$ cat config.mk
export PLATFORM = sky130hd
export DESIGN_NAME = shortest_job_first_dispatcher
export DESIGN_NICKNAME = d
export VERILOG_FILES = /design/src/rtl/core/sjf_pkg.sv /design/src/rtl/core/sjf_ram.sv /design/src/rtl/core/sjf_select.sv /design/src/rtl/core/shortest_job_first_dispatcher.sv
export SDC_FILE = /design/constraint.sdc
export NUM_CORES = 1
export LEC_CHECK = 0
export ABC_CLOCK_PERIOD_IN_PS = 6000
export BUFFER_PORTS_ARGS = -buffer_cell sky130_fd_sc_hd__buf_4
export CAP_MARGIN = 20
export CORE_UTILIZATION = 40
export DETAILED_ROUTE_END_ITERATION = 8
export MAX_ROUTING_LAYER = met4
export PLACE_DENSITY = 0.65
export SKIP_CTS_REPAIR_TIMING = 1
export SYNTH_ARGS = -nofsm -noshare
export SYNTH_HDL_FRONTEND = slang
export SYNTH_SLANG_ARGS = --single-unit
$ cat constraint.sdc
create_clock -name clk -period 6 [get_ports clk]
set_input_delay 0.3 -clock clk [delete_from_list [all_inputs] [get_ports clk]]
set_output_delay 0.3 -clock clk [all_outputs]
set_load 0.02 [all_outputs]
$ cat src/rtl/core/sjf_pkg.sv
// Shared types and constants of the shortest-job-first dispatcher.
`default_nettype none
package sjf_pkg;

  // Fixed field widths of the stream payloads
  localparam int S_DATA_W = 16;
  localparam int ID_W     = 5;
  localparam int BURST_W  = 16;
  localparam int T_W      = 20;
  localparam int CNT_W    = 5;
  localparam int RESP_W   = 23;
  localparam int TURN_W   = 24;
  localparam int WAIT_W   = 23;

  // Internal time base: wide enough for every time field and total
  localparam int TIME_W   = 24;

  typedef enum logic [1:0] {
    ST_DISPATCHED = 2'd0,
    ST_REJECTED   = 2'd1,
    ST_EMPTY      = 2'd2
  } status_t;

  typedef enum logic [2:0] {
    S_IDLE,
    S_SCAN,
    S_DRAIN,
    S_ADVANCE,
    S_EMIT
  } state_t;

  // Result payload; the last member sits in the lowest bits
  typedef struct packed {
    logic [3:0]        pad;
    logic [WAIT_W-1:0] total_waiting;
    logic [TURN_W-1:0] total_turnaround;
    logic [RESP_W-1:0] total_response;
    logic [CNT_W-1:0]  count_done;
    logic [T_W-1:0]    wait_time;
    logic [T_W-1:0]    finish_time;
    logic [T_W-1:0]    start_time;
    logic [BURST_W-1:0] task_burst;
    logic [ID_W-1:0]   task_id;
  } result_data_t;

  localparam int M_DATA_W = $bits(result_data_t);

  // Controls from the sequencer to the compare unit
  typedef struct packed {
    logic clear;
    logic cmp_en;
  } sel_ctrl_t;

endpackage
`default_nettype wire

$ cat src/rtl/core/sjf_ram.sv
// Generic single-port-write RAM with registered read.
`default_nettype none
module sjf_ram #(
  parameter int WIDTH = 16,
  parameter int DEPTH = 16
) (
  input  wire logic                     clk,
  input  wire logic                     we,
  input  wire logic [$clog2(DEPTH)-1:0] waddr,
  input  wire logic [WIDTH-1:0]         wdata,
  input  wire logic [$clog2(DEPTH)-1:0] raddr,
  output logic      [WIDTH-1:0]         rdata
);

  logic [WIDTH-1:0] mem [DEPTH];

  always_ff @(posedge clk) begin
    if (we) begin
      mem[waddr] <= wdata;
    end
    rdata <= mem[raddr];
  end

endmodule
`default_nettype wire

$ cat src/rtl/core/sjf_select.sv
// Shared compare unit: keeps the shortest valid burst seen during one table scan.
`default_nettype none
module sjf_select #(
  parameter int BW = 16,
  parameter int IW = 4
) (
  input  wire logic              clk,
  input  wire logic              rst,
  input  wire sjf_pkg::sel_ctrl_t ctrl,
  input  wire logic              cand_valid,
  input  wire logic [IW-1:0]     cand_idx,
  input  wire logic [BW-1:0]     cand_burst,
  output logic                   have,
  output logic      [IW-1:0]     best_idx,
  output logic      [BW-1:0]     best_burst
);
  import sjf_pkg::*;

  logic take;

  // Strict less-than over ascending indexes keeps the lower number on ties
  assign take = ctrl.cmp_en && cand_valid && (!have || (cand_burst < best_burst));

  always_ff @(posedge clk) begin
    if (rst) begin
      have <= 1'b0;
    end else if (ctrl.clear) begin
      have <= 1'b0;
    end else if (take) begin
      have <= 1'b1;
    end
  end

  always_ff @(posedge clk) begin
    if (take && !ctrl.clear) begin
      best_idx   <= cand_idx;
      best_burst <= cand_burst;
    end
  end

endmodule
`default_nettype wire

$ cat src/rtl/core/shortest_job_first_dispatcher.sv
// Top level of the shortest-job-first dispatcher: sequencer, task table and accumulators.
// An add is written on acceptance; a reject or empty-run result shows in the next cycle.
// Each pick of a run scans the whole table through the single RAM read port and one comparator,
// one entry per cycle; a run pauses while its result is stalled at the output.
// Throughput: one item at a time; s_tready is low from run start until its last result is loaded.
// Reset (synchronous, rst high) empties the table and idles the sequencer; RAM contents stay
// undefined and are only read behind a valid bit.
`default_nettype none
module shortest_job_first_dispatcher #(
  parameter int MAX_TASKS  = 16,
  parameter int BURST_BITS = 16
) (
  input  wire logic                         clk,
  input  wire logic                         rst,
  // Input stream
  input  wire logic                         s_tvalid,
  output logic                              s_tready,
  input  wire logic [sjf_pkg::S_DATA_W-1:0] s_tdata,   // burst[15:0]
  input  wire logic [0:0]                   s_tuser,   // mode[0]: 0 add, 1 run
  // Result stream
  output logic                              m_tvalid,
  input  wire logic                         m_tready,
  output logic      [sjf_pkg::M_DATA_W-1:0] m_tdata,   // task_id, task_burst, start_time,
                                                       // finish_time, wait_time, count_done,
                                                       // total_response, total_turnaround,
                                                       // total_waiting, zero pad
  output logic      [1:0]                   m_tuser,   // status[1:0]
  output logic                              m_tlast    // final result of a run
);
  import sjf_pkg::*;

  localparam int IW = $clog2(MAX_TASKS);
  localparam int CW = $clog2(MAX_TASKS + 1);
  localparam int BW = (BURST_BITS < BURST_W) ? BURST_BITS : BURST_W;

  state_t           state, state_next;
  logic [IW-1:0]    idx;
  logic             cmp_v;
  logic [IW-1:0]    cmp_idx;
  logic [CW-1:0]    stored_count;
  logic [CW-1:0]    done_count;
  logic [MAX_TASKS-1:0] slot_valid;
  logic [TIME_W-1:0] clock_time;
  logic [TIME_W-1:0] start_r;
  logic [RESP_W-1:0] sum_response;
  logic [TURN_W-1:0] sum_turnaround;

  result_data_t     out_data;
  status_t          out_status;
  logic             out_last;

  logic             out_free;
  logic             s_accept;
  logic             is_run;
  logic             table_full;
  logic             table_empty;
  logic             scan_end;
  logic             run_last;
  logic             ram_we;
  logic             load_reject;
  logic             load_empty;
  logic             load_dispatch;
  logic             run_start;
  sel_ctrl_t        sel_ctrl;

  logic [BW-1:0]    ram_rdata;
  logic             have;
  logic [IW-1:0]    best_idx;
  logic [BW-1:0]    best_burst;
  logic [TIME_W-1:0] finish_w;

  assign out_free    = !m_tvalid || m_tready;
  assign s_accept    = s_tvalid && s_tready;
  assign is_run      = s_tuser[0];
  assign table_full  = (stored_count == CW'(MAX_TASKS));
  assign table_empty = (stored_count == '0);
  assign scan_end    = (idx == IW'(MAX_TASKS - 1));
  // done_count already counts the pick that is being emitted
  assign run_last    = (done_count == stored_count);
  assign finish_w    = clock_time;

  // Task table: written at the fill count, read at the scan index
  sjf_ram #(
    .WIDTH (BW),
    .DEPTH (MAX_TASKS)
  ) u_table (
    .clk   (clk),
    .we    (ram_we),
    .waddr (stored_count[IW-1:0]),
    .wdata (s_tdata[BW-1:0]),
    .raddr (idx),
    .rdata (ram_rdata)
  );

  // One comparator, reused for every entry of every scan
  sjf_select #(
    .BW (BW),
    .IW (IW)
  ) u_select (
    .clk        (clk),
    .rst        (rst),
    .ctrl       (sel_ctrl),
    .cand_valid (slot_valid[cmp_idx]),
    .cand_idx   (cmp_idx),
    .cand_burst (ram_rdata),
    .have       (have),
    .best_idx   (best_idx),
    .best_burst (best_burst)
  );

  // Next-state logic
  always_comb begin
    state_next = state;
    case (state)
      S_IDLE: begin
        if (s_accept && is_run && !table_empty) begin
          state_next = S_SCAN;
        end
      end
      S_SCAN: begin
        if (scan_end) begin
          state_next = S_DRAIN;
        end
      end
      S_DRAIN:   state_next = S_ADVANCE;
      S_ADVANCE: state_next = S_EMIT;
      S_EMIT: begin
        if (out_free) begin
          state_next = run_last ? S_IDLE : S_SCAN;
        end
      end
      default:   state_next = S_IDLE;
    endcase
  end

  // Output and strobe logic
  always_comb begin
    s_tready        = 1'b0;
    ram_we          = 1'b0;
    load_reject     = 1'b0;
    load_empty      = 1'b0;
    load_dispatch   = 1'b0;
    run_start       = 1'b0;
    sel_ctrl.clear  = 1'b0;
    sel_ctrl.cmp_en = cmp_v;
    case (state)
      S_IDLE: begin
        s_tready = out_free;
        if (s_accept) begin
          if (!is_run) begin
            ram_we      = !table_full;
            load_reject = table_full;
          end else begin
            load_empty = table_empty;
            run_start  = !table_empty;
          end
        end
      end
      S_SCAN: begin
        // No compare is in flight on the first scan cycle
        sel_ctrl.clear = (idx == '0);
      end
      S_EMIT: begin
        load_dispatch = out_free;
      end
      default: begin
      end
    endcase
  end

  // Control state
  always_ff @(posedge clk) begin
    if (rst) begin
      state          <= S_IDLE;
      idx            <= '0;
      cmp_v          <= 1'b0;
      stored_count   <= '0;
      done_count     <= '0;
      slot_valid     <= '0;
      clock_time     <= '0;
      sum_response   <= '0;
      sum_turnaround <= '0;
      m_tvalid       <= 1'b0;
    end else begin
      state <= state_next;
      cmp_v <= (state == S_SCAN);

      if (state == S_SCAN) begin
        idx <= scan_end ? '0 : idx + 1'b1;
      end

      if (ram_we) begin
        slot_valid[stored_count[IW-1:0]] <= 1'b1;
        stored_count <= stored_count + 1'b1;
      end

      if (run_start) begin
        done_count     <= '0;
        clock_time     <= '0;
        sum_response   <= '0;
        sum_turnaround <= '0;
      end

      // Retire the pick: advance the time line and accumulate response
      if (state == S_ADVANCE) begin
        slot_valid[best_idx] <= 1'b0;
        done_count   <= done_count + 1'b1;
        clock_time   <= clock_time + TIME_W'(best_burst);
        sum_response <= sum_response + RESP_W'(clock_time);
      end

      if (load_dispatch) begin
        sum_turnaround <= sum_turnaround + TURN_W'(finish_w);
        if (run_last) begin
          stored_count <= '0;
        end
      end

      if (load_reject || load_empty || load_dispatch) begin
        m_tvalid <= 1'b1;
      end else if (m_tready) begin
        m_tvalid <= 1'b0;
      end
    end
  end

  // Payload registers
  always_ff @(posedge clk) begin
    cmp_idx <= idx;
    if (state == S_ADVANCE) begin
      start_r <= clock_time;
    end
    if (load_reject) begin
      out_data   <= '0;
      out_status <= ST_REJECTED;
      out_last   <= 1'b0;
    end else if (load_empty) begin
      out_data   <= '0;
      out_status <= ST_EMPTY;
      out_last   <= 1'b1;
    end else if (load_dispatch) begin
      out_status           <= ST_DISPATCHED;
      out_last             <= run_last;
      out_data.pad         <= '0;
      out_data.task_id     <= ID_W'(CW'(best_idx) + 1'b1);
      out_data.task_burst  <= BURST_W'(best_burst);
      out_data.start_time  <= T_W'(start_r);
      out_data.finish_time <= T_W'(finish_w);
      // Waiting time equals start time when every task arrives at zero
      out_data.wait_time   <= T_W'(start_r);
      if (run_last) begin
        out_data.count_done       <= CNT_W'(done_count);
        out_data.total_response   <= sum_response;
        out_data.total_turnaround <= sum_turnaround + TURN_W'(finish_w);
        out_data.total_waiting    <= WAIT_W'(sum_response);
      end else begin
        out_data.count_done       <= '0;
        out_data.total_response   <= '0;
        out_data.total_turnaround <= '0;
        out_data.total_waiting    <= '0;
      end
    end
  end

  assign m_tdata = out_data;
  assign m_tuser = out_status;
  assign m_tlast = out_last;

  // The compare unit always holds a pick when one is retired
  logic unused_have;
  assign unused_have = have;

endmodule
`default_nettype wire

==> results_dict.tcl, run 1 <==
set metrics [dict create \
    wl_met2_um 28500 \
    fmax_mhz 304.9 \
    rsz0062_at_grt "no" \
    met3_length_um 2878 \
    crit_arrival_ns 3.81 \
    place.gp.congestion 0.8994 \
    synth_area_um2 23060 \
    endpoint "clock_time[23]" \
    layout_common_cells "edfxtp_1 (296), dfxtp_1 (240), buf_4 (202)" \
    routedWlPerCell_um 20.86 \
    dp.cells 2665 \
    max_cap_viol_count 0 \
    p_clk_share_pct 34.5 \
    p_int_mw 6.866 \
    die-area_um2 58630 \
    ir_drop_uv 261.1 \
    top_layer "met4" \
    start_kind "flop" \
    period_needed_ns 3.280 \
    clockRootBuffer "clkbuf_16" \
    end_kind "flop" \
    core_um2 56710 \
    drive_above_1_share_pct 20.34 \
    final_common_cell "edfxtp_1" \
    clk_pin_slew_ns 0.06 \
    reg2reg_from "state[0]" \
    port_buffers 181 \
    status "complete, but fails checks" \
    wl_met1_um 24170 \
    syn_to_final_growth_pct 16.74 \
    hold_viol_final 11 \
    die_y_um 242.1 \
    reg2reg_to "clock_time[23]" \
    fin_cells 2767 \
    avgViaCountPerCell 5.533 \
    slew_headroom_pct 23.15 \
    pwr-share-comb_pct 20.3 \
    worst_slack_ns 2.720 \
    insertion_delay_ns 0.60 \
    drtPass1Iterations 6 \
    fp-row-count 87 \
    dp_worst_setup_slack_ns 2.756 \
    p_leak_nw 10.01 \
    cts_tree "yes" \
    diodes 0 \
    drc 0 \
    holdWs_ns -0.002323 \
    swShare_pct 29.12 \
    cts_buffers 54 \
    cts_buffer_depth 3 \
    synth_ff_type "edfxtp_1" \
    num_vias 15310 \
    clock-sinks 539 \
    syn_area_per_cell_um2 12.58 \
    path_max_fanout 29 \
    fill_cells 4953 \
    fin_setup_tns_ns 0 \
    min_path_type "input port to flop" \
    crit_start "state[0]" \
    violations "negative hold slack" \
    postSynthCellCount 1834 \
    power.switching_mw 2.821 \
    finalNetCount 2079 \
    grt_max_degree 83 \
    finalMaxSlewViolations 0 \
    htreeDepth 2 \
    hpwl_um 39000 \
    ios 186 \
    rr_worst_depth 10 \
    grt-ovfl-total 0 \
    yosysWarnings 0 \
    worstPathRequired_ns 6.53 \
    worstMarginPinSlew_ns 1.147 \
    ys_seq_elements 539 \
    synth_edf_count 296 \
    die-width_um 242.1 \
    path_class "flop to flop" \
    rrSetupSlack_ns 2.72 \
    min_period_over_period_pct 54.66 \
    routed_wl_um 57720 \
    antenna_found_initial 0 \
    powerDensity_nw_per_um2 359.7 \
    yosysSeqAreaShare_pct 59.63 \
    synthArstFlopShare_pct 0 \
    antenna_left 0 \
    synth_cell_types 68 \
    grt_pass1_wl_um 88580 \
    seq_area_um2 13760 \
    multi_input_area_um2 8572 \
    grt_pass1_vias 14940 \
    seqPwrFrac_pct 45.3 \
    setup_viol 0 \
    drt_iter0_drc 1475 \
    grt_use_total_pct 20.06 \
    clock_skew_ns 0.01469 \
    start_util_pct 40.67 \
]
## area by class of cell
cell class / instances / share of cell area [%]
Clock inverter: 22 / 0.8132
Clock buffer: 77 / 5.688
Sequential cell: 539 / 51.10
Timing Repair Buffer: 212 / 6.529
Multi-Input combinational cell: 1124 / 31.84
Tap cell: 756 / 3.513
Inverter: 37 / 0.5158
## registers in the layout, indices dropped and copies added, names as in the netlist
name,cells
u_table.rdata,16
stored_count,5
m_tlast,1
cmp_v,1
m_tuser,2
m_tdata,113
done_count,5
start_r,20
idx,4
slot_valid,16
state,3
u_table.mem,256
sum_response,23
cmp_idx,4
u_select.best_idx,4
sum_turnaround,24
u_select.have,1
m_tvalid,1
clock_time,24
u_select.best_burst,16
## cell usage after synthesis, types with 23 or more instances
library cell / n / share of area (%)
edfxtp_1: 296 / 39
xnor2_1: 45 / 1.7
clkbuf_1: 69 / 1.1
mux4_2: 85 / 8.3
nand3_1: 42 / 0.91
a211oi_1: 32 / 1.0
xor2_1: 23 / 0.87
buf_4: 48 / 1.6
o21ai_0: 40 / 0.87
a22oi_1: 44 / 1.4
nor2_1: 132 / 2.1
a21oi_1: 143 / 3.1
a22o_1: 37 / 1.4
inv_1: 36 / 0.59
dfxtp_1: 243 / 21
ha_1: 87 / 4.7
a21o_1: 39 / 1.3
nand2_1: 185 / 3.0
## metrics by stage
step           utilization [%]  power [mW]  cell area [um^2]
3_3_place_gp             43.95       6.387             24930
5_1_grt                  47.48       10.09             26920
3_5_place_dp             44.34       6.438             25150
4_1_cts                  47.42       9.781             26900
6_report                 47.48       9.686             26920
2_1_floorplan                -       5.759             23080
## cells by family (layout without fill, tap and decap cells)
group / count (synthesis) / in the layout / share of synthesized area, %
mux: 92 / 92 / 8.615
other cells: 1 / 4 / 0.01626
flops: 539 / 539 / 59.63
xor+xnor: 68 / 68 / 2.582
fa+ha+maj: 90 / 90 / 4.980
compound gates: 417 / 417 / 11.88
simple gates: 453 / 453 / 8.625
buf+inv: 174 / 348 / 3.673
## power groups by stage
stage	clock network [mW]	logic, mW	registers [mW]
4_1_cts	3.41	1.98	4.39
5_1_grt	3.55	2.12	4.42
2_1_floorplan	0	1.25	4.51
3_5_place_dp	0	1.97	4.47
3_3_place_gp	0	1.93	4.46
6_report	3.34	1.96	4.38
## worst min path at each step
stage / cells after the start / from / endpoint
finish: 1 / s_tdata[13] / u_table.mem[1][13]
global route: 1 / s_tdata[7] / u_table.mem[2][7]
detailed placement: 0 / u_table.rdata[7] / u_select.best_burst[7]
CTS: 1 / s_tdata[10] / u_table.mem[1][10]
floorplan: 0 / idx[3] / cmp_idx[3]
global placement: 0 / u_table.rdata[12] / u_select.best_burst[12]
## critical path, cell delays in order, from the launching register on
cell and delay, ns:
dfxtp_1 0.53, inv_1 0.13, or2_2 0.55, inv_2 0.39, buf_4 0.43, and4_1 0.29, nand3_1 0.13, nor2_1 0.18
nand2_1 0.08, or3_1 0.33, a21oi_1 0.16
## layer usage
metal,track usage (%),vias to the layer above
met2,32.99,494
li1,-,7103
met1,25.07,7608
met5,-,-
met4,8.358,0
met3,2.426,104
Power figures use the tool's default switching activity.
==> run 2: changes to the inputs <==
Settings changed: ABC_AREA from default to 1, ABC_CLOCK_PERIOD_IN_PS 6000 to 3250.
Clock period 6 ns to 3.25 ns, I/O delays scaled along.
==> results_dict.tcl, run 2 <==
set metrics [dict create \
    synthArstFlopShare_pct 0 \
    status "finished, final reports clean" \
    grt_max_degree 100 \
    antenna_found_initial 2 \
    routed_wl_um 67050 \
    seq_area_um2 13760 \
    rrSetupSlack_ns 0.82 \
    clk_pin_slew_ns 0.06 \
    postSynthCellCount 2832 \
    cts_buffers 55 \
    fp-row-count 90 \
    ir_drop_uv 493.9 \
    clockRootBuffer "clkbuf_16" \
    max_cap_viol_count 0 \
    rsz0062_at_grt "no" \
    clock-sinks 539 \
    synth_area_um2 24740 \
    hold_viol_final 0 \
    port_buffers 181 \
    hpwl_um 43990 \
    fill_cells 5849 \
    largest_reg_flops 256 \
    finalNetCount 3081 \
    htreeDepth 2 \
    end_kind "flop" \
    final_util_pct 47.28 \
    diodes 0 \
    p_leak_nw 11.60 \
    start_util_pct 40.76 \
    drive_above_1_share_pct 11.70 \
    path_max_fanout 32 \
    final_common_cell "nand2_1" \
    path_class "flop to flop" \
    min_period_over_period_pct 74.74 \
    syn_to_final_growth_pct 16.00 \
    fin_setup_tns_ns 0 \
    cts_tree "yes" \
    worstPathRequired_ns 3.79 \
    grt-ovfl-total 0 \
    insertion_delay_ns 0.64 \
    finalMaxSlewViolations 0 \
    finalInstanceArea_um2 28700 \
    finalPower_mw 16.14 \
    synth_cell_types 43 \
    grt_pass1_vias 18010 \
    yosysWarnings 0 \
    cts_buffer_depth 3 \
    drt_iter0_drc 1610 \
    grt_pass1_wl_um 102900 \
    worstMarginPinSlew_ns 1.027 \
    dpl-instance-area_um2 26630 \
    die-area_um2 62850 \
    drtPass1Iterations 7 \
    start_kind "flop" \
    num_vias 19650 \
    routedWlPerCell_um 17.65 \
    yosysTopAreaCellShare_pct 35.93 \
    grt_use_total_pct 21.55 \
    drc 0 \
    min_path_type "input port to flop" \
    synthTopCellsByCount "nand2_1 (756), nor2_1 (301), edfxtp_1 (296), a21oi_1 (253), dfxtp_1 (243)" \
    fmax_mhz 411.7 \
    setup_viol 0 \
    period_needed_ns 2.429 \
    ios 186 \
    die-width_um 250.7 \
    core_um2 60700 \
    avgViaCountPerCell 5.173 \
    synth_top_area_cell "edfxtp_1" \
    layout_common_cells "nand2_1 (755), edfxtp_1 (296), nor2_1 (285)" \
    die_y_um 250.7 \
    antenna_left 0 \
    slew_headroom_pct 31.49 \
    place.gp.congestion 0.9726 \
    multi_input_area_um2 9339 \
    ys_seq_elements 539 \
    yosys-top-cells-area "edfxtp_1 (36%), dfxtp_1 (20%), nand2_1 (11%)" \
    syn_area_per_cell_um2 8.735 \
    powerDensity_nw_per_um2 562.6 \
    synth_ff_type "edfxtp_1" \
    yosysMostFrequentCell "nand2_1" \
    clock_skew_ns 0.03482 \
    crit_arrival_ns 2.96 \
    largest-register "u_table.mem" \
    yosysSeqAreaShare_pct 55.59 \
    synth_edf_count 296 \
]
[run 2: layer usage]
layer  GRT usage, %  wire length [um]
met4          7.379              2158
met2          35.71             32340
met3          2.588              3386
met5              -                 0
met1          27.24             29170
[run 2: path summary, 6_finish.rpt]
path                          from                endpoint  cells past startpoint
setup / recovery          state[0]            m_tdata[145]                      8
setup reg to reg          state[0]            m_tdata[145]                      8
hold / removal                 rst      sum_turnaround[13]                      2
hold reg to reg   u_table.rdata[0]  u_select.best_burst[0]                      0
[run 2: logic make-up (layout without fill, tap and decap cells)]
kind of cell,count (synthesis),in the layout,share of synthesized area (%)
buf+inv,385,567,6.934
fa+ha+maj,90,90,4.643
simple gates,1278,1278,21.20
xor+xnor,12,12,0.4248
other cells,1,4,0.01516
flops,539,539,55.59
compound gates,527,527,11.19
[run 2: power by group]
part	switching, mW	internal (mW)
registers	0.230	7.43
logic	1.38	0.653
clock network	2.73	3.73
total	4.34	11.8
[run 2: worst max-delay path, stage by stage (launching register included)]
cell,delay (ns)
dfxtp_1,0.34
nor2_4,0.14
inv_1,0.07
nor2_2,0.14
nand2_4,0.27
nor2_4,0.75
buf_4,0.39
nand2_1,0.09
a21oi_1,0.12
[run 2: area by class of cell]
class                           count  area share, %
Clock buffer                       85          5.686
Clock inverter                     19         0.8720
Inverter                          229          3.004
Multi-Input combinational cell   1911          32.54
Sequential cell                   539          47.94
Tap cell                          782          3.410
Timing Repair Buffer              234          6.540
[run 2: per-stage QoR]
| stage | hold WS, ns | instances | worst slack [ns] |
|---|---|---|---|
| after global routing | 0.02002 | 3799 | 0.5756 |
| after detailed placement | 0.4242 | 3677 | 0.8452 |
| after global placement | 0.4114 | 3677 | 0.9006 |
| after CTS | -0.2161 | 3781 | 0.8317 |
| after floorplan | 0.2614 | 2835 | 0.6294 |
| final | 0.01313 | 3799 | 0.8210 |
